==> src/hdl/stmds_pkg.sv <==
// types and constants of the stepper motor drive sequencer
package stmds_pkg;

    // request codes
    localparam logic [2:0] REQ_TICK   = 3'd0;
    localparam logic [2:0] REQ_TURN   = 3'd1;
    localparam logic [2:0] REQ_MOVE   = 3'd2;
    localparam logic [2:0] REQ_GO     = 3'd3;
    localparam logic [2:0] REQ_ROTATE = 3'd4;
    localparam logic [2:0] REQ_STOP   = 3'd5;

    // configuration register indexes
    localparam logic [1:0] CFG_DRIVER_KIND   = 2'd0;
    localparam logic [1:0] CFG_STEPS_PER_REV = 2'd1;
    localparam logic [1:0] CFG_MOVE_FORWARD  = 2'd2;
    localparam logic [1:0] CFG_HOLD_ON_STOP  = 2'd3;

    localparam logic [7:0]  SPEED_MAX       = 8'd100;
    localparam logic [12:0] STEPS_REV_RESET = 13'd200;

    typedef enum logic [2:0] {
        MODE_IDLE,
        MODE_TURN,
        MODE_MOVE,
        MODE_GO,
        MODE_RELEASE
    } t_mode;

    typedef struct packed {
        logic [2:0]  req_type;
        logic [15:0] amount;
        logic [7:0]  speed;
    } t_in_item;

    typedef struct packed {
        logic [3:0] pin_levels;
        logic       busy_res;
        logic       accepted;
    } t_out_item;

    typedef struct packed {
        logic        driver_kind;
        logic [12:0] steps_per_rev;
        logic        move_forward;
        logic        hold_on_stop;
    } t_cfg;

    // request after the arithmetic stages, limit already resolved
    typedef struct packed {
        logic        valid;
        logic [2:0]  req_type;
        logic [7:0]  speed;
        logic [27:0] limit;
    } t_job;

    // unipolar half-step coil pattern, bit0 = pin one
    localparam logic [3:0] HALF_STEP_PINS [8] = '{
        4'h8, 4'hC, 4'h4, 4'h6, 4'h2, 4'h3, 4'h1, 4'h9
    };

endpackage

==> src/hdl/stmds_core.sv <==
// motion state, step sequencing and pin drive
module stmds_core (
    input  logic                 i_clk,
    input  logic                 i_rst_n,
    input  stmds_pkg::t_cfg      i_cfg,
    input  stmds_pkg::t_job      i_job,
    input  logic                 i_fire,
    output stmds_pkg::t_out_item o_result
);

    localparam logic [25:0] ELAPSED_MAX = 26'h3FFFFFF;

    logic [2:0]       r_coil_phase,      n_coil_phase;
    stmds_pkg::t_mode r_run_mode,        n_run_mode;
    logic [27:0]      r_steps_remaining, n_steps_remaining;
    logic [20:0]      r_wait_ticks,      n_wait_ticks;
    logic [25:0]      r_elapsed_ticks,   n_elapsed_ticks;
    logic             r_pulse_phase,     n_pulse_phase;
    logic [6:0]       r_speed_held,      n_speed_held;
    logic [3:0]       r_pin_state,       n_pin_state;

    logic        is_cmd;
    logic        is_start;
    logic [6:0]  spd_use;
    logic [6:0]  slow;
    logic [20:0] gap_turn;
    logic [20:0] gap_ms;
    logic        taken;
    logic        do_bound;
    logic        do_step;
    logic        do_off;

    assign is_cmd = (i_job.req_type == stmds_pkg::REQ_TURN
                  || i_job.req_type == stmds_pkg::REQ_MOVE
                  || i_job.req_type == stmds_pkg::REQ_GO
                  || i_job.req_type == stmds_pkg::REQ_ROTATE)
                  && (i_job.speed <= stmds_pkg::SPEED_MAX);
    assign is_start = is_cmd && (i_job.speed != 8'd0);

    // a starting command brings its own speed into the first gap
    assign spd_use  = is_start ? i_job.speed[6:0] : r_speed_held;
    assign slow     = (spd_use > 7'd100) ? 7'd0 : 7'd100 - spd_use;
    assign gap_turn = 21'(slow) * 21'd1000;
    assign gap_ms   = 21'(slow) * 21'd10000 + 21'd1000;

    always_comb begin
        n_coil_phase      = r_coil_phase;
        n_run_mode        = r_run_mode;
        n_steps_remaining = r_steps_remaining;
        n_wait_ticks      = r_wait_ticks;
        n_elapsed_ticks   = r_elapsed_ticks;
        n_pulse_phase     = r_pulse_phase;
        n_speed_held      = r_speed_held;
        n_pin_state       = r_pin_state;
        taken             = 1'b0;
        do_bound          = 1'b0;
        do_step           = 1'b0;
        do_off            = 1'b0;

        if (i_fire) begin
            case (i_job.req_type) inside
                stmds_pkg::REQ_TICK: begin
                    if (r_run_mode == stmds_pkg::MODE_RELEASE) begin
                        // torque release countdown after a bipolar stop
                        if (r_wait_ticks <= 21'd1) begin
                            n_wait_ticks   = 21'd0;
                            n_pin_state[2] = 1'b1;
                            n_run_mode     = stmds_pkg::MODE_IDLE;
                        end else begin
                            n_wait_ticks = r_wait_ticks - 21'd1;
                        end
                    end else if (r_run_mode != stmds_pkg::MODE_IDLE) begin
                        if (r_elapsed_ticks != ELAPSED_MAX) begin
                            n_elapsed_ticks = r_elapsed_ticks + 26'd1;
                        end
                        if (r_wait_ticks > 21'd1) begin
                            n_wait_ticks = r_wait_ticks - 21'd1;
                        end else begin
                            n_wait_ticks = 21'd0;
                            if (r_pulse_phase) begin
                                // end of the step pulse, then the low gap
                                n_pin_state[0] = 1'b0;
                                n_pulse_phase  = 1'b0;
                                if (r_run_mode == stmds_pkg::MODE_TURN) begin
                                    n_wait_ticks = 21'd10 + gap_turn;
                                end else begin
                                    n_wait_ticks = 21'd10 + gap_ms;
                                end
                            end else begin
                                do_bound = 1'b1;
                            end
                        end
                    end
                end
                stmds_pkg::REQ_STOP: begin
                    taken  = 1'b1;
                    do_off = 1'b1;
                end
                [stmds_pkg::REQ_TURN:stmds_pkg::REQ_ROTATE]: begin
                    if (is_cmd) begin
                        taken = 1'b1;
                        if (!is_start) begin
                            do_off = 1'b1;
                        end else begin
                            n_speed_held      = i_job.speed[6:0];
                            n_elapsed_ticks   = 26'd0;
                            n_steps_remaining = i_job.limit;
                            do_bound          = 1'b1;
                            if (i_job.req_type == stmds_pkg::REQ_MOVE) begin
                                n_run_mode = stmds_pkg::MODE_MOVE;
                            end else if (i_job.req_type == stmds_pkg::REQ_GO) begin
                                n_run_mode = stmds_pkg::MODE_GO;
                            end else begin
                                n_run_mode = stmds_pkg::MODE_TURN;
                            end
                        end
                    end
                end
                default: ;
            endcase
        end

        if (do_bound) begin
            if ((n_run_mode == stmds_pkg::MODE_TURN && n_steps_remaining == 28'd0)
                || (n_run_mode == stmds_pkg::MODE_MOVE
                    && {2'b00, n_elapsed_ticks} >= n_steps_remaining)) begin
                do_off = 1'b1;
            end else begin
                do_step = 1'b1;
            end
        end

        if (do_step) begin
            if (i_cfg.driver_kind) begin
                n_coil_phase  = i_cfg.move_forward ? r_coil_phase + 3'd1
                                                   : r_coil_phase - 3'd1;
                n_pin_state   = stmds_pkg::HALF_STEP_PINS[n_coil_phase];
                n_pulse_phase = 1'b0;
                if (n_run_mode == stmds_pkg::MODE_TURN) begin
                    n_wait_ticks = 21'd1000 + gap_turn;
                end else if (n_run_mode == stmds_pkg::MODE_MOVE) begin
                    n_wait_ticks = 21'd1000 + gap_ms;
                end else begin
                    n_wait_ticks = gap_ms;
                end
            end else begin
                // step high, dir from config, enable low, pin four untouched
                n_pin_state   = {n_pin_state[3], 1'b0, i_cfg.move_forward, 1'b1};
                n_pulse_phase = 1'b1;
                n_wait_ticks  = 21'd10;
            end
            if (n_run_mode == stmds_pkg::MODE_TURN && n_steps_remaining != 28'd0) begin
                n_steps_remaining = n_steps_remaining - 28'd1;
            end
        end

        if (do_off) begin
            n_pin_state   = n_pin_state & 4'h4;
            n_pulse_phase = 1'b0;
            if (i_cfg.driver_kind || i_cfg.hold_on_stop) begin
                n_pin_state  = 4'h0;
                n_run_mode   = stmds_pkg::MODE_IDLE;
                n_wait_ticks = 21'd0;
            end else begin
                n_run_mode   = stmds_pkg::MODE_RELEASE;
                n_wait_ticks = 21'd100;
            end
        end
    end

    always_ff @(posedge i_clk) begin
        if (!i_rst_n) begin
            r_coil_phase      <= 3'd0;
            r_run_mode        <= stmds_pkg::MODE_IDLE;
            r_steps_remaining <= 28'd0;
            r_wait_ticks      <= 21'd0;
            r_elapsed_ticks   <= 26'd0;
            r_pulse_phase     <= 1'b0;
            r_speed_held      <= 7'd0;
            r_pin_state       <= 4'h0;
        end else begin
            r_coil_phase      <= n_coil_phase;
            r_run_mode        <= n_run_mode;
            r_steps_remaining <= n_steps_remaining;
            r_wait_ticks      <= n_wait_ticks;
            r_elapsed_ticks   <= n_elapsed_ticks;
            r_pulse_phase     <= n_pulse_phase;
            r_speed_held      <= n_speed_held;
            r_pin_state       <= n_pin_state;
        end
    end

    assign o_result.pin_levels = n_pin_state;
    assign o_result.busy_res   = (n_run_mode == stmds_pkg::MODE_TURN)
                              || (n_run_mode == stmds_pkg::MODE_MOVE)
                              || (n_run_mode == stmds_pkg::MODE_GO);
    assign o_result.accepted   = taken;

endmodule

==> config.mk <==
export PLATFORM = sky130hd
export DESIGN_NAME = stmds_core
export DESIGN_NICKNAME = d
export VERILOG_FILES = /design/src/hdl/stmds_pkg.sv /design/src/hdl/stmds_core.sv
export SDC_FILE = /design/constraint.sdc
export NUM_CORES = 1
export LEC_CHECK = 0
export BUFFER_PORTS_ARGS = -buffer_cell sky130_fd_sc_hd__buf_2
export CAP_MARGIN = 20
export CORE_MARGIN = 10
export CORE_UTILIZATION = 60
export DETAILED_ROUTE_END_ITERATION = 10
export PLACE_DENSITY = 0.81
export SYNTH_ARGS = -nofsm -noshare
export SYNTH_HDL_FRONTEND = slang
export SYNTH_SLANG_ARGS = --single-unit
export TNS_END_PERCENT = 1
==> constraint.sdc <==
create_clock -name i_clk -period 21.1 [get_ports i_clk]
set_input_delay 6.33 -clock i_clk [delete_from_list [all_inputs] [get_ports i_clk]]
set_output_delay 6.33 -clock i_clk [all_outputs]
set_load 0.01 [all_outputs]
# ---- After elaboration in Yosys (flattened, before gate mapping)
# Memories as Yosys holds them, arrays and structs flattened.
# Index checks and enable logic that the tools add are counted.
dict set report op_classes {
  add_sub_neg 11
  n_mul 2
  magnitude_cmp 8
  n_eq_ne 15
  n_mux 94
  bitwise_logic 4
  reduce_logical 29
}
# cell count
set ops {}
lappend ops {{2-to-1 mux 21 bit} 13}
lappend ops {{2-to-1 mux 26 bit} 9}
lappend ops {{2-to-1 mux 28 bit} 8}
lappend ops {{2-to-1 mux 1 bit} 42}
lappend ops {{2-to-1 mux 3 bit} 12}
lappend ops {{>= comparator 26 x 28 -> 1 bit} 1}
lappend ops {{logical NOT 28 bit} 1}
lappend ops {{nonzero test 28 bit} 1}
lappend ops {{subtractor 28 x 1 -> 28 bit, second input constant} 1}
lappend ops {{adder 26 x 1 -> 26 bit, second input constant} 1}
lappend ops {{inequality test 26 bit, second input constant} 1}
lappend ops {{adder 10 x 21 -> 21 bit, first input constant} 1}
lappend ops {{adder 21 x 10 -> 21 bit, second input constant} 1}
lappend ops {{adder 4 x 21 -> 21 bit, first input constant} 1}
lappend ops {{greater-than comparator 21 x 1 -> 1 bit, second input constant} 1}
lappend ops {{less-or-equal comparator 21 x 1 -> 1 bit, second input constant} 1}
lappend ops {{2-to-1 mux 7 bit} 3}
lappend ops {{subtractor 21 x 1 -> 21 bit, second input constant} 1}
lappend ops {{2-to-1 mux 4 bit} 5}
lappend ops {{adder 10 x 17 -> 18 bit, first input constant} 1}
lappend ops {{adder 4 x 17 -> 18 bit, first input constant} 1}
lappend ops {{multiplier 7 x 10 -> 17 bit, second input constant} 1}
lappend ops {{== test 3 x 2 -> 1 bit, second input constant} 5}
lappend ops {{multiplier 7 x 7 -> 14 bit, second input constant} 1}
lappend ops {{25 further kinds} 50}
dict set report totals {
  ff_bits 93
  romBits 32
  elab_cells 172
  n_memories 1
}
# memory words width rd rd_clocked_by_memory_dff wr line_no
set memory_table {}
lappend memory_table {{(no name shown)} 8 4 1 0 0 stmds_core.sv:137} ;# n_pin_state = stmds_pkg::HALF_STEP_PINS[n_coil_phase];

# ---- Depth between registers and ports, before layout
# Gate-level depths: netlist of run 1.
dict set report depth {
  ltp_word 21
  mapped_depth 26
}

# ---- Worst setup path before layout of run 1
# No wires, ideal clock.
dict set report synth_path {
  path_type {input to output}
  from {input i_job[30] in the netlist's numbering}
  to {output o_result[3] in the netlist's numbering}
  arrival_time_ns 10.778
  setup_slack_ns 3.992
  path_stages 18
  path_buffers 5
  path_cell_list {nor3_1 nand3_1 nand4_1 buf_2 buf_2 buf_2 buf_1 mux2i_1 ha_1 a21oi_1 o21ai_0 o21ai_0 nor2_1 a211oi_1 o21bai_1 a21boi_0 clkbuf_1 a21boi_0}
}
# item line_no
set synth_lines {}
lappend synth_lines {{from (decl)} stmds_core.sv:6} ;# input stmds_pkg::t_job i_job,
lappend synth_lines {{to (decl)} stmds_core.sv:8} ;# output stmds_pkg::t_out_item o_result

==> tab_implementation.tex, run 1 <==
\begin{tabular}{lr}
\hline
Metric & Value \\
\hline
\multicolumn{2}{l}{\textbf{Status}} \\
\quad Outcome & completed \\
\multicolumn{2}{l}{\textbf{Yosys}} \\
\quad Synthesized instance count & 1413 \\
\quad Flip-flop and latch count after synthesis & 93 \\
\quad Warnings, synthesis & 0 \\
\quad Post-synthesis compound-gate area fraction & 0.211 \\
\quad Count of unique library cells instantiated by Yosys & 90 \\
\quad Xor-xnor portion of the synthesized cell area & 0.0803 \\
\quad Share of synthesized flip-flops with an asynchronous set or reset & 0 \\
\quad Post-synth net total & 1605 \\
\quad Fraction of synthesized area in multiplexers & 0.0479 \\
\quad Most used DFF post-synth & dfxtp\_1 \\
\quad Cell area after synthesis & 0.0108 sq mm \\
\quad Post-synth EDFFs & 0 \\
\quad Largest family of logic cells by synthesized area & simple AND/OR/NAND/NOR gates \\
\quad Avg Inst Size Synth & 7.64 sq um \\
\quad Area fraction in and, or, nand and nor cells after synthesis & 0.274 \\
\quad Sequential cell area fraction in the yosys report & 0.172 \\
\quad Post-synthesis share of cell area spent on full adders, half adders and majority gates & 0.172 \\
\multicolumn{2}{l}{\textbf{Layout}} \\
\quad Commonest non-fill, non-tap cell in the layout & nand2\_1 \\
\quad Highest-count cells in the layout ignoring fill and taps & 142 x nand2\_1, 121 x nor2\_1, 108 x ha\_1 \\
\quad Fraction of layout instances using a drive strength above 1 & 0.0744 \\
\quad Filler Cell Count & 1460 \\
\quad Nets & 1625 \\
\quad Share of the core filled with cells & 0.663 \\
\quad Area growth syn-to-layout & 7.42\% \\
\multicolumn{2}{l}{\textbf{Die}} \\
\quad Site row count & 48 \\
\quad Core Region & 0.0175 sq mm \\
\quad Die area & 0.0238 sq mm \\
\quad Total I/O pin count & 65 \\
\quad Die X-Extent & 154 microns \\
\quad Die height & 154 microns \\
\quad Initial standard-cell utilization of the core & 0.618 \\
\multicolumn{2}{l}{\textbf{Worst setup path}} \\
\quad Number of buffer and inverter stages on the critical path & 4 \\
\quad List of cells traversed by the critical path & buf\_2 -> nor3\_1 -> nand3\_1 -> nand4\_1 -> buf\_4 -> mux2i\_1 -> ha\_1 -> a21oi\_1 -> o21ai\_0 -> o21ai\_0 -> nor2\_1 -> a211oi\_1 -> o21ai\_1 -> nor3\_1 -> buf\_4 -> o211ai\_1 -> o211a\_1 -> buf\_2 \\
\quad Critical path peak fanout & 75 \\
\quad Required @ worst endpoint & 14770 ps \\
\quad Critical path's largest stage delay & 790 ps \\
\quad Launching element type of the critical path & input pin \\
\quad Type of element capturing the critical path & output port \\
\quad Worst Reg-to-Reg Cells & 24 \\
\quad Setup slack, reg-to-reg & 13290 ps \\
\quad CP Class & input pin to output port \\
\quad Dominant delay contributor by cell family on the critical path & simple AND/OR/NAND/NOR gates \\
\quad Critical Path Stages & 18 \\
\quad Slowest stage cell, crit path & nor3\_1 \\
\quad Data arrival, critical path & 12060 ps \\
\multicolumn{2}{l}{\textbf{STA}} \\
\quad Hold WS & 465 ps \\
\quad Final setup viols & 0 \\
\quad Final worst path period need & 18390 ps \\
\quad RSZ-0062 raised after global routing & false \\
\quad Maximum operating frequency & 54.4 MHz \\
\quad Slew of the pin with the lowest slew margin & 971 ps \\
\quad Slack of the critical path & 2710 ps \\
\quad Slew HR & 0.350 \\
\quad Setup TNS Final & 0 ps \\
\quad Final Cycle Share & 0.872 \\
\quad Clock skew after layout & 8.24 ps \\
\quad Count of final hold-check violations & 0 \\
\quad Slew Limit Fails & 0 \\
\multicolumn{2}{l}{\textbf{Pwr}} \\
\quad Portion of total power attributed to the clock network & 0.158 \\
\quad Reported net switching power & 0.000685 W \\
\quad Total power divided by cell area & 119 mW/mm\^{}2 \\
\quad Total leakage power & 4.94 nW \\
\quad Maximum resistive drop on vdd & 0.000170 V \\
\quad P\_int & 0.000691 W \\
\quad Design Power & 0.00138 W \\
\quad Share of power burned in combinational logic & 0.703 \\
\quad Share of power burned in registers & 0.139 \\
\quad Switching share of power & 0.498 \\
\multicolumn{2}{l}{\textbf{Clocking}} \\
\quad Clock tree from TritonCTS & done \\
\quad Root buffer selected by CTS & clkbuf\_16 \\
\quad Hold Buf Count CTS & 0 \\
\quad Number of buffers created by CTS & 9 \\
\quad CTS resizes & 0 \\
\quad Largest buffer count on any clock path & 2 \\
\quad Post-CTS clock slew at the launch and capture registers of the worst setup and hold paths & 70 ps \\
\quad Clock H-tree levels & 3 \\
\quad Number of clock sinks & 93 \\
\quad Insertion delay of the later-clocked pin in the worst-skew pair & 360 ps \\
\quad Buffers inserted by post-CTS timing repair & 0 \\
\multicolumn{2}{l}{\textbf{Detailed routing}} \\
\quad Routed via count & 10927 \\
\quad Detailed Route WL & 31900 microns \\
\quad Violation count after the first detailed-routing iteration & 1012 \\
\quad Average wire length per cell after detail routing & 19.2 microns \\
\quad Vias per Instance & 6.56 \\
\quad Residual DRC count & 0 \\
\quad Router iterations before antenna repair & 6 \\
\quad Antenna violation net count after detailed routing & 0 \\
\multicolumn{2}{l}{\textbf{Global routing}} \\
\quad Maximum number of pins on one net before global-route repair & 76 \\
\quad Via count of the first global-routing pass & 10304 \\
\quad First-pass GRT wire length & 51100 microns \\
\quad Overall Global Routing Usage & 0.257 \\
\quad Initial antenna violation count & 0 \\
\quad Aggregate global routing overflow & 0 \\
\multicolumn{2}{l}{\textbf{Placed design}} \\
\quad HPWL Detailed & 24700 microns \\
\quad \# port buffers & 50 \\
\quad GP Congestion & 0.979 \\
\quad Pre-CTS setup slack & 2930 ps \\
\multicolumn{2}{l}{\textbf{Flow run}} \\
\quad Number of max-cap violations & 0 \\
\multicolumn{2}{l}{\textbf{Hold path}} \\
\quad Number of cells on the worst hold path & 2 \\
\quad Type of the worst min-delay path & flip-flop to flip-flop \\
\hline
\end{tabular}
[state kept, by name, indices dropped and copies added (netlist names)]
| name | cells |
|---|---|
| r_coil_phase | 3 |
| r_elapsed_ticks | 26 |
| r_pin_state | 4 |
| r_pulse_phase | 1 |
| r_run_mode | 3 |
| r_speed_held | 7 |
| r_steps_remaining | 28 |
| r_wait_ticks | 21 |
[per-layer routing]
layer	wire, microns	track usage	share of wire
met4	1080	0.100	0.034
met1	13300	0.320	0.42
met3	2550	0.0446	0.080
met2	15000	0.431	0.47
met5	0	0	0
[through the flow]
stage	cell area, sq um	std cells
final	11600	1665
after global routing	11600	1663
after CTS	11600	1662
after detailed placement	11200	1646
after global placement	11200	1646
after floorplan	10800	1413
[path summary, 6_finish.rpt]
kind | from | end
worst max-delay path | i_job[30] | o_result[5]
worst min-delay path | r_speed_held[2]$_SDFFE_PN0P_ | r_speed_held[2]$_SDFFE_PN0P_
worst max register to register | r_speed_held[1]$_SDFFE_PN0P_ | r_wait_ticks[16]$_SDFFE_PN0P_
worst min register to register | r_speed_held[2]$_SDFFE_PN0P_ | r_speed_held[2]$_SDFFE_PN0P_
[power by group through the flow]
| stage | sequential, W | clock [W] | combinational [W] |
|---|---|---|---|
| 6_report | 0.000192 | 0.000217 | 0.000967 |
| 3_3_place_gp | 0.000195 | 0 | 0.000909 |
| 3_5_place_dp | 0.000195 | 0 | 0.000933 |
| 4_1_cts | 0.000191 | 0.000217 | 0.000940 |
| 5_1_grt | 0.000193 | 0.000224 | 0.00106 |
| 2_1_floorplan | 0.000193 | 0 | 0.000719 |
[Yosys cell counts, drive strengths merged, types with 5 or more instances]
cell type,instances,share of area
inv,63,0.022
nand2b,9,0.0052
a31oi,17,0.010
nand3,56,0.026
nor3,57,0.028
ha,108,0.13
nand2,142,0.049
a211o,7,0.0057
mux2i,46,0.043
o21a,18,0.013
xnor2,60,0.049
or4,9,0.0066
xor2,39,0.032
or2,8,0.0046
nand3b,6,0.0042
nor2,122,0.043
and2,42,0.024
clkbuf,43,0.015
fa,25,0.046
nor3b,8,0.0060
mux2,5,0.0052
nor4,27,0.016
and3,13,0.0075
nor2b,9,0.0052
nand4,22,0.013
o22ai,10,0.0058
o31ai,16,0.011
a211oi,14,0.010
or3,26,0.015
o21ai,74,0.034
o31a,5,0.0041
a21boi,7,0.0049
and4,6,0.0051
a21o,13,0.0090
a21oi,83,0.038
o21bai,5,0.0035
o211ai,18,0.013
buf,12,0.0065
dfxtp,93,0.17
o2111ai,6,0.0049
[worst min-delay path: cells and delay by family, from the launching register on]
family / cells / cell delay, ps
simple gates: 1 / 50
compound gates: 1 / 50
flops: 1 / 320
[logic make-up (layout without fill, tap and decap cells)]
logic type,count (synthesis),in the layout
and+or+nand+nor,577,577
xor gates and xnor gates,99,99
muxes,51,51
other,0,2
DFF,93,93
adders and majority gates,133,133
AOI/OAI and AO/OA,342,342
buffers and inverters,118,143
[cell type report]
class | instances | area [sq um] | share of cell area
multi-input cells | 1202 | 8460 | 0.730
well taps | 225 | 282 | 0.0243
inverters | 63 | 236 | 0.0204
diodes | 2 | 5.00 | 0.000432
clock buffers | 9 | 225 | 0.0194
clock inverters | 7 | 168 | 0.0145
flip-flops and latches | 93 | 1860 | 0.161
repair buffers | 64 | 353 | 0.0304
Power figures use the tool's default switching activity.
==> run 2: changes to the inputs <==
--- a/config.mk
+++ b/config.mk
@@ -5,6 +5,7 @@
 export SDC_FILE = /design/constraint.sdc
 export NUM_CORES = 1
 export LEC_CHECK = 0
+export ABC_AREA = 1
 export BUFFER_PORTS_ARGS = -buffer_cell sky130_fd_sc_hd__buf_2
 export CAP_MARGIN = 20
 export CORE_MARGIN = 10
==> run 2 against run 1 <==
Cell area rose by 2.7%. First-iteration DRC count fell by 17%. Fmax rose by 3.1%. Clock power fell by 21%. Clock skew rose by 3.7 ps. Die area rose by 3.5%. Highest routed layer unchanged. Area after synthesis rose by 4.0%. Critical path depth rose by 11. Flip-flop and latch count did not move. Global-route usage rose by 0.14 points. Combinational power rose by 68%.
==> tab_implementation.tex, run 2 <==
\begin{tabular}{lr}
\hline
Metric & Value \\
\hline
\multicolumn{2}{l}{\textbf{Status}} \\
\quad Outcome & completed \\
\multicolumn{2}{l}{\textbf{Pwr}} \\
\quad Switching share of power & 0.610 (+0.112) \\
\quad Share of power burned in combinational logic & 0.818 (+0.115) \\
\quad Total power divided by cell area & 166 mW/mm\^{}2 (+40\%) \\
\quad Share of power burned in registers & 0.095 (-0.044) \\
\quad Total leakage power & 6.21 nW (+26\%) \\
\quad Reported net switching power & 0.00120 W (+76\%) \\
\quad Maximum resistive drop on vdd & 0.000265 V (+56\%) \\
\quad P\_int & 0.000772 W (+12\%) \\
\quad Portion of total power attributed to the clock network & 0.087 (-0.071) \\
\multicolumn{2}{l}{\textbf{Clocking}} \\
\quad Clock H-tree levels & 3 (unchanged) \\
\quad Number of clock sinks & 93 (unchanged) \\
\quad Root buffer selected by CTS & clkbuf\_16 \\
\quad Hold Buf Count CTS & 0 (unchanged) \\
\quad Insertion delay of the later-clocked pin in the worst-skew pair & 370 ps (about the same) \\
\quad Clock tree from TritonCTS & done \\
\quad Buffers inserted by post-CTS timing repair & 0 (unchanged) \\
\quad Number of buffers created by CTS & 9 (unchanged) \\
\quad Largest buffer count on any clock path & 2 (unchanged) \\
\quad Post-CTS clock slew at the launch and capture registers of the worst setup and hold paths & 80 ps (about the same) \\
\quad CTS resizes & 0 (unchanged) \\
\multicolumn{2}{l}{\textbf{Worst setup path}} \\
\quad Dominant delay contributor by cell family on the critical path & simple AND/OR/NAND/NOR gates \\
\quad Required @ worst endpoint & 14770 ps (about the same) \\
\quad Critical path peak fanout & 20 (-73\%) \\
\quad Launching element type of the critical path & input pin \\
\quad Worst reg2reg startpoint & r\_speed\_held[2]\$\_SDFFE\_PN0P\_ \\
\quad CP Class & input pin to output port \\
\quad Type of element capturing the critical path & output port \\
\quad Most prevalent standard cell on the critical path & nand2\_1 \\
\quad Number of buffer and inverter stages on the critical path & 6 (+2) \\
\quad Slowest stage cell, crit path & nand2\_1 \\
\quad Critical path's largest stage delay & 560 ps (-230 ps) \\
\quad Crit path from & i\_fire \\
\quad Data arrival, critical path & 11500 ps (-560 ps) \\
\multicolumn{2}{l}{\textbf{Die}} \\
\quad Site row count & 49 (+2.1\%) \\
\quad Core Region & 0.0182 sq mm (+4.2\%) \\
\quad Die X-Extent & 157 microns (+1.7\%) \\
\quad Die area & 0.0246 sq mm (+3.5\%) \\
\quad Die height & 157 microns (+1.7\%) \\
\quad Initial standard-cell utilization of the core & 0.616 (-0.00119) \\
\quad Total I/O pin count & 65 (unchanged) \\
\multicolumn{2}{l}{\textbf{Yosys}} \\
\quad Most common library cells after synthesis & 414 x nand2\_1, 288 x inv\_1, 196 x nor2\_1, 143 x nand3\_1, 108 x ha\_1 \\
\quad Most used DFF post-synth & dfxtp\_1 \\
\quad Share of synthesized flip-flops with an asynchronous set or reset & 0 (unchanged) \\
\quad Warnings, synthesis & 0 (unchanged) \\
\quad Dominant cell type by area after synthesis & dfxtp\_1 \\
\quad Most common cell in the synthesized netlist & nand2\_1 \\
\quad Sequential cell area fraction in the yosys report & 0.166 (-0.00661) \\
\quad Post-synth EDFFs & 0 (unchanged) \\
\quad Post-synth net total & 2001 (+25\%) \\
\quad Synthesized instance count & 1809 (+28\%) \\
\quad Cell area after synthesis & 0.0112 sq mm (+4.0\%) \\
\quad Count of unique library cells instantiated by Yosys & 60 (-33\%) \\
\quad Synth area leaders & dfxtp\_1 17\%, nand2\_1 14\%, ha\_1 12\% \\
\quad Avg Inst Size Synth & 6.20 sq um (-19\%) \\
\quad Fraction of synthesized cell area taken by the top area cell type & 0.166 (-0.00661) \\
\quad Flip-flop and latch count after synthesis & 93 (unchanged) \\
\multicolumn{2}{l}{\textbf{Global routing}} \\
\quad Overall Global Routing Usage & 0.258 (+0.00137) \\
\quad Maximum number of pins on one net before global-route repair & 57 (-25\%) \\
\quad Aggregate global routing overflow & 0 (unchanged) \\
\quad Initial antenna violation count & 0 (unchanged) \\
\quad Via count of the first global-routing pass & 11254 (+9.2\%) \\
\quad First-pass GRT wire length & 52800 microns (+3.3\%) \\
\multicolumn{2}{l}{\textbf{Layout}} \\
\quad Area growth syn-to-layout & 6.04\% \\
\quad Area of all placed cells without fillers & 0.0119 sq mm (+2.7\%) \\
\quad Diodes inserted & 0 (-2) \\
\quad Highest-count cells in the layout ignoring fill and taps & 414 x nand2\_1, 288 x inv\_1, 196 x nor2\_1 \\
\quad Nets & 2035 (+25\%) \\
\quad Top reg by flops & r\_steps\_remaining \\
\quad Commonest non-fill, non-tap cell in the layout & nand2\_1 \\
\quad Leading registers by flop count & r\_steps\_remaining (28), r\_elapsed\_ticks (26), r\_wait\_ticks (21) \\
\quad Flip-flop count of the largest register after layout & 28 (unchanged) \\
\quad Fraction of layout instances using a drive strength above 1 & 0.0860 (+0.0116) \\
\multicolumn{2}{l}{\textbf{Detailed routing}} \\
\quad Routed via count & 11720 (+7.3\%) \\
\quad Average wire length per cell after detail routing & 15.3 microns (-20\%) \\
\quad Router iterations before antenna repair & 7 (+1) \\
\quad Detailed Route WL & 31800 microns (-0.33\%) \\
\quad Routed length on met1 & 13500 microns (+1.5\%) \\
\quad Antenna violation net count after detailed routing & 0 (unchanged) \\
\quad Met2 wire len & 15400 microns (+3.0\%) \\
\quad Top metal layer carrying routed signals & met4 \\
\quad Residual DRC count & 0 (unchanged) \\
\quad Violation count after the first detailed-routing iteration & 840 (-17\%) \\
\quad Vias per Instance & 5.64 (-14\%) \\
\quad Routed wire length on met3 & 1750 microns (-31\%) \\
\multicolumn{2}{l}{\textbf{STA}} \\
\quad Final setup viols & 0 (unchanged) \\
\quad Hold WS & 472 ps (+6.78 ps) \\
\quad Count of final hold-check violations & 0 (unchanged) \\
\quad Slew Limit Fails & 0 (unchanged) \\
\quad Final worst path period need & 17830 ps (-557 ps) \\
\quad RSZ-0062 raised after global routing & false \\
\quad Slack of the critical path & 3270 ps (+557 ps) \\
\quad Maximum operating frequency & 56.1 MHz (+3.1\%) \\
\quad Final Cycle Share & 0.845 (-0.0264) \\
\quad Slew of the pin with the lowest slew margin & 783 ps (-189 ps) \\
\quad Clock skew after layout & 11.9 ps (+3.69 ps) \\
\quad Setup TNS Final & 0 ps (unchanged) \\
\quad Slew HR & 0.476 (+0.126) \\
\multicolumn{2}{l}{\textbf{Placed design}} \\
\quad HPWL Detailed & 25200 microns (+2.2\%) \\
\quad \# port buffers & 50 (unchanged) \\
\quad Pre-CTS setup slack & 3390 ps (+465 ps) \\
\quad GP Congestion & 0.996 (+1.7\%) \\
\quad Post-detailed-placement cell area & 0.0116 sq mm (+3.7\%) \\
\multicolumn{2}{l}{\textbf{Flow run}} \\
\quad Number of max-cap violations & 0 (unchanged) \\
\multicolumn{2}{l}{\textbf{Hold path}} \\
\quad Type of the worst min-delay path & flip-flop to flip-flop \\
\quad Beginning of the worst hold path & r\_wait\_ticks[20]\$\_SDFFE\_PN0P\_ \\
\hline
\end{tabular}
## run 2: final timing paths
check | slack (ps) | depth (start not counted) | endpoint
max | 3270 | 29 | o_result[3]
min | 470 | 2 | r_wait_ticks[20]$_SDFFE_PN0P_
max reg2reg | 14780 | 34 | r_wait_ticks[15]$_SDFFE_PN0P_
min reg2reg | 470 | 2 | r_wait_ticks[20]$_SDFFE_PN0P_
## run 2: worst min-delay path, cell delays in order (launching register included)
cell	delay [ps]
dfxtp_1	320
nand2_1	60
a21oi_1	60
## run 2: power groups by stage
stage          Clock, W  Combinational (W)  Sequential, W
3_5_place_dp          0            0.00158       0.000192
6_report       0.000171            0.00162       0.000188
4_1_cts        0.000173            0.00159       0.000188
5_1_grt        0.000179            0.00184       0.000189
2_1_floorplan         0            0.00122       0.000191
3_3_place_gp          0            0.00155       0.000192
## run 2: cells by family after synthesis
logic type      count (synthesis)  synth area share
compound gates                289             0.152
xor+xnor                       43            0.0336
fa+ha+maj                     133             0.165
flops                          93             0.166
simple gates                  907             0.361
buf+inv                       343             0.122
mux                             1          0.000892
## run 2: layer usage
metal  up-vias  track usage
met5         -            0
met4         0        0.111
met3        84       0.0354
met2       380        0.463
met1      5303        0.300
li1       5953            -
## run 2: area by class of cell
cell class | count | area (sq um)
Clock buffer | 9 | 225
Clock inverter | 7 | 76.3
Fill cell | 1717 | 6310
Inverter | 311 | 1170
Sequential cell | 93 | 1860
Timing Repair Buffer | 55 | 288
Tap cell | 229 | 287
Multi-Input combinational cell | 1373 | 8000
## run 2: metrics by stage
step / instances / util / power [W]
global route: 2077 / 0.654 / 0.00221
detailed placement: 2061 / 0.637 / 0.00177
floorplan: 1809 / - / 0.00141
finish: 2077 / 0.654 / 0.00198
CTS: 2077 / 0.654 / 0.00195
global placement: 2061 / 0.637 / 0.00175
==> run 3: changes to the inputs <==
==> constraint.sdc (replaced) <==
create_clock -name i_clk -period 17 [get_ports i_clk]
set_input_delay 5.1 -clock i_clk [delete_from_list [all_inputs] [get_ports i_clk]]
set_output_delay 5.1 -clock i_clk [all_outputs]
set_load 0.01 [all_outputs]
==> run 3 against run 2 <==
Count of clock-buffer cells in the layout did not move. Non-clock buffer count is 1 higher. Combinational power rose by 24%. Register-to-register slack lost 4200 ps. Setup slack lost 1600 ps. Total power is 25% higher. Routed wire length is 0.67% higher. Critical path depth up 2. First-iteration DRC count rose by 31%. Flip-flop and latch count is the same. Sequential share of layout area barely moved. Highest routed layer unchanged.
==> tab_implementation.tex, run 3 (same netlist as run 2, synthesis figures left out) <==
\begin{tabular}{lr}
\hline
Metric & Value \\
\hline
\multicolumn{2}{l}{\textbf{Clocking}} \\
\quad CTS resizes & 0 (unchanged) \\
\quad Clock tree from TritonCTS & done \\
\quad Root buffer selected by CTS & clkbuf\_16 \\
\quad Post-CTS clock slew at the launch and capture registers of the worst setup and hold paths & 80 ps (about the same) \\
\quad Insertion delay of the later-clocked pin in the worst-skew pair & 360 ps (about the same) \\
\quad Clock H-tree levels & 3 (unchanged) \\
\quad Hold Buf Count CTS & 0 (unchanged) \\
\quad Buffers inserted by post-CTS timing repair & 0 (unchanged) \\
\quad Number of clock sinks & 93 (unchanged) \\
\quad Largest buffer count on any clock path & 2 (unchanged) \\
\quad Number of buffers created by CTS & 9 (unchanged) \\
\multicolumn{2}{l}{\textbf{Detailed routing}} \\
\quad Average wire length per cell after detail routing & 15.4 microns (+0.62\%) \\
\quad Router iterations before antenna repair & 8 (+1) \\
\quad Detailed Route WL & 32000 microns (+0.67\%) \\
\quad Residual DRC count & 0 (unchanged) \\
\quad Routed via count & 11826 (+0.90\%) \\
\quad Vias per Instance & 5.69 (+0.86\%) \\
\quad Antenna violation net count after detailed routing & 0 (unchanged) \\
\quad Violation count after the first detailed-routing iteration & 1098 (+31\%) \\
\multicolumn{2}{l}{\textbf{Global routing}} \\
\quad Initial antenna violation count & 0 (unchanged) \\
\quad Maximum number of pins on one net before global-route repair & 61 (+7.0\%) \\
\quad First-pass GRT wire length & 52900 microns (+0.21\%) \\
\quad Via count of the first global-routing pass & 11179 (-0.67\%) \\
\quad Overall Global Routing Usage & 0.259 (+0.000617) \\
\quad Aggregate global routing overflow & 0 (unchanged) \\
\multicolumn{2}{l}{\textbf{Worst setup path}} \\
\quad Critical path's largest stage delay & 540 ps (-20 ps) \\
\quad Setup slack, reg-to-reg & 10590 ps (-4190 ps) \\
\quad CP Class & input pin to output port \\
\quad Launching element type of the critical path & input pin \\
\quad Most prevalent standard cell on the critical path & nand2\_1 \\
\quad Type of element capturing the critical path & output port \\
\quad Number of buffer and inverter stages on the critical path & 7 (+1) \\
\quad Critical path peak fanout & 56 (+180\%) \\
\quad Required @ worst endpoint & 11900 ps (-2870 ps) \\
\quad Data arrival, critical path & 10230 ps (-1270 ps) \\
\quad Slowest stage cell, crit path & nand2\_1 \\
\quad Dominant delay contributor by cell family on the critical path & simple AND/OR/NAND/NOR gates \\
\multicolumn{2}{l}{\textbf{Layout}} \\
\quad Commonest non-fill, non-tap cell in the layout & nand2\_1 \\
\quad Top reg by flops & r\_steps\_remaining \\
\quad Leading registers by flop count & r\_steps\_remaining (28), r\_elapsed\_ticks (26), r\_wait\_ticks (21) \\
\quad Area growth syn-to-layout & 6.24\% \\
\quad Highest-count cells in the layout ignoring fill and taps & 414 x nand2\_1, 288 x inv\_1, 196 x nor2\_1 \\
\quad Fraction of layout instances using a drive strength above 1 & 0.0865 (+0.000494) \\
\quad Flip-flop count of the largest register after layout & 28 (unchanged) \\
\quad Area of all placed cells without fillers & 0.0119 sq mm (+0.19\%) \\
\quad Nets & 2036 (+0.049\%) \\
\quad Area taken by multi-input logic gates & 0.00800 sq mm (unchanged) \\
\quad Diodes inserted & 0 (unchanged) \\
\quad Sequential cell area & 0.00186 sq mm (unchanged) \\
\quad Filler Cell Count & 1711 (-0.35\%) \\
\multicolumn{2}{l}{\textbf{Hold path}} \\
\quad Type of the worst min-delay path & flip-flop to flip-flop \\
\multicolumn{2}{l}{\textbf{Die}} \\
\quad Die height & 157 microns (unchanged) \\
\quad Die area & 0.0246 sq mm (unchanged) \\
\quad Core Region & 0.0182 sq mm (unchanged) \\
\quad Initial standard-cell utilization of the core & 0.616 (unchanged) \\
\quad Die X-Extent & 157 microns (unchanged) \\
\quad Site row count & 49 (unchanged) \\
\quad Total I/O pin count & 65 (unchanged) \\
\multicolumn{2}{l}{\textbf{Pwr}} \\
\quad Share of power burned in combinational logic & 0.816 (-0.002) \\
\quad Portion of total power attributed to the clock network & 0.089 (+0.002) \\
\quad P\_int & 0.000968 W (+25\%) \\
\quad Total leakage power & 6.22 nW (+0.12\%) \\
\quad Reported net switching power & 0.00150 W (+24\%) \\
\quad Total power divided by cell area & 207 mW/mm\^{}2 (+25\%) \\
\quad Switching share of power & 0.607 (-0.00226) \\
\quad Maximum resistive drop on vdd & 0.000356 V (+34\%) \\
\quad Share of power burned in registers & 0.095 (about the same) \\
\multicolumn{2}{l}{\textbf{STA}} \\
\quad Slack of the critical path & 1670 ps (-1600 ps) \\
\quad Final setup viols & 0 (unchanged) \\
\quad Slew of the pin with the lowest slew margin & 785 ps (+2.80 ps) \\
\quad Slew Limit Fails & 0 (unchanged) \\
\quad Final Cycle Share & 0.902 \\
\quad Final worst path period need & 15330 ps \\
\quad Setup TNS Final & 0 ps (unchanged) \\
\quad Maximum operating frequency & 65.2 MHz \\
\quad Clock skew after layout & 15.0 ps (+3.12 ps) \\
\quad RSZ-0062 raised after global routing & false \\
\quad Slew HR & 0.475 (-0.00187) \\
\quad Count of final hold-check violations & 0 (unchanged) \\
\quad Hold WS & 487 ps (+15.3 ps) \\
\multicolumn{2}{l}{\textbf{Placed design}} \\
\quad Post-detailed-placement cell area & 0.0116 sq mm (about the same) \\
\quad GP Congestion & 0.979 (-1.7\%) \\
\quad \# port buffers & 50 (unchanged) \\
\quad Pre-CTS setup slack & 1720 ps (-1680 ps) \\
\quad HPWL Detailed & 25300 microns (+0.37\%) \\
\multicolumn{2}{l}{\textbf{Status}} \\
\quad Outcome & completed \\
\multicolumn{2}{l}{\textbf{Flow run}} \\
\quad Number of max-cap violations & 0 (unchanged) \\
\hline
\end{tabular}
-- run 3: changes by cell type in the layout (fill, tap and decap cells not counted), sizes merged --
cell and change:
clkinvlp +1, bufinv +1, inv -1, buf +1, clkinv -1
-- run 3: final timing paths --
kind	start	endpoint	cells past startpoint
setup reg to reg	r_speed_held[0]$_SDFFE_PN0P_	r_wait_ticks[15]$_SDFFE_PN0P_	36
setup / recovery	i_job[36]	o_result[4]	31
hold reg to reg	r_coil_phase[2]$_SDFFE_PN0P_	r_coil_phase[2]$_SDFFE_PN0P_	2
hold / removal	r_coil_phase[2]$_SDFFE_PN0P_	r_coil_phase[2]$_SDFFE_PN0P_	2
-- run 3: power groups by stage --
stage | registers, W | clock network [W] | logic (W)
after detailed placement | 0.000239 | 0 | 0.00196
after global placement | 0.000238 | 0 | 0.00193
after global routing | 0.000235 | 0.000232 | 0.00229
final | 0.000234 | 0.000221 | 0.00201
after floorplan | 0.000237 | 0 | 0.00151
after CTS | 0.000233 | 0.000222 | 0.00198
-- run 3: worst register-to-register path, delay by kind of cell (launching register included) --
| kind | cells | cell delay, ps |
|---|---|---|
| adders and majority gates | 5 | 2470 |
| and+or+nand+nor | 17 | 1780 |
| buffers and inverters | 10 | 790 |
| xor gates and xnor gates | 1 | 550 |
| AOI/OAI and AO/OA | 3 | 430 |
| DFF | 1 | 320 |
-- run 3: final cells by class --
| class | count | share of cell area |
|---|---|---|
| multi-input cells | 1373 | 0.670 |
| clock buffers | 9 | 0.0189 |
| inverters | 311 | 0.0981 |
| flip-flops and latches | 93 | 0.156 |
| repair buffers | 56 | 0.0248 |
| well taps | 229 | 0.0240 |
| clock inverters | 7 | 0.00766 |
-- run 3: stage by stage --
| step | power, W | utilization | cells |
|---|---|---|---|
| floorplan | 0.00175 | - | 1809 |
| global placement | 0.00217 | 0.638 | 2062 |
| detailed placement | 0.00220 | 0.638 | 2062 |
| CTS | 0.00243 | 0.655 | 2078 |
| global route | 0.00276 | 0.655 | 2078 |
| finish | 0.00247 | 0.655 | 2078 |
-- run 3: metal layers --
metal  share of wire  track usage
met5               0            0
met4           0.026       0.0858
met3           0.054       0.0296
met2            0.49        0.468
met1            0.43        0.311
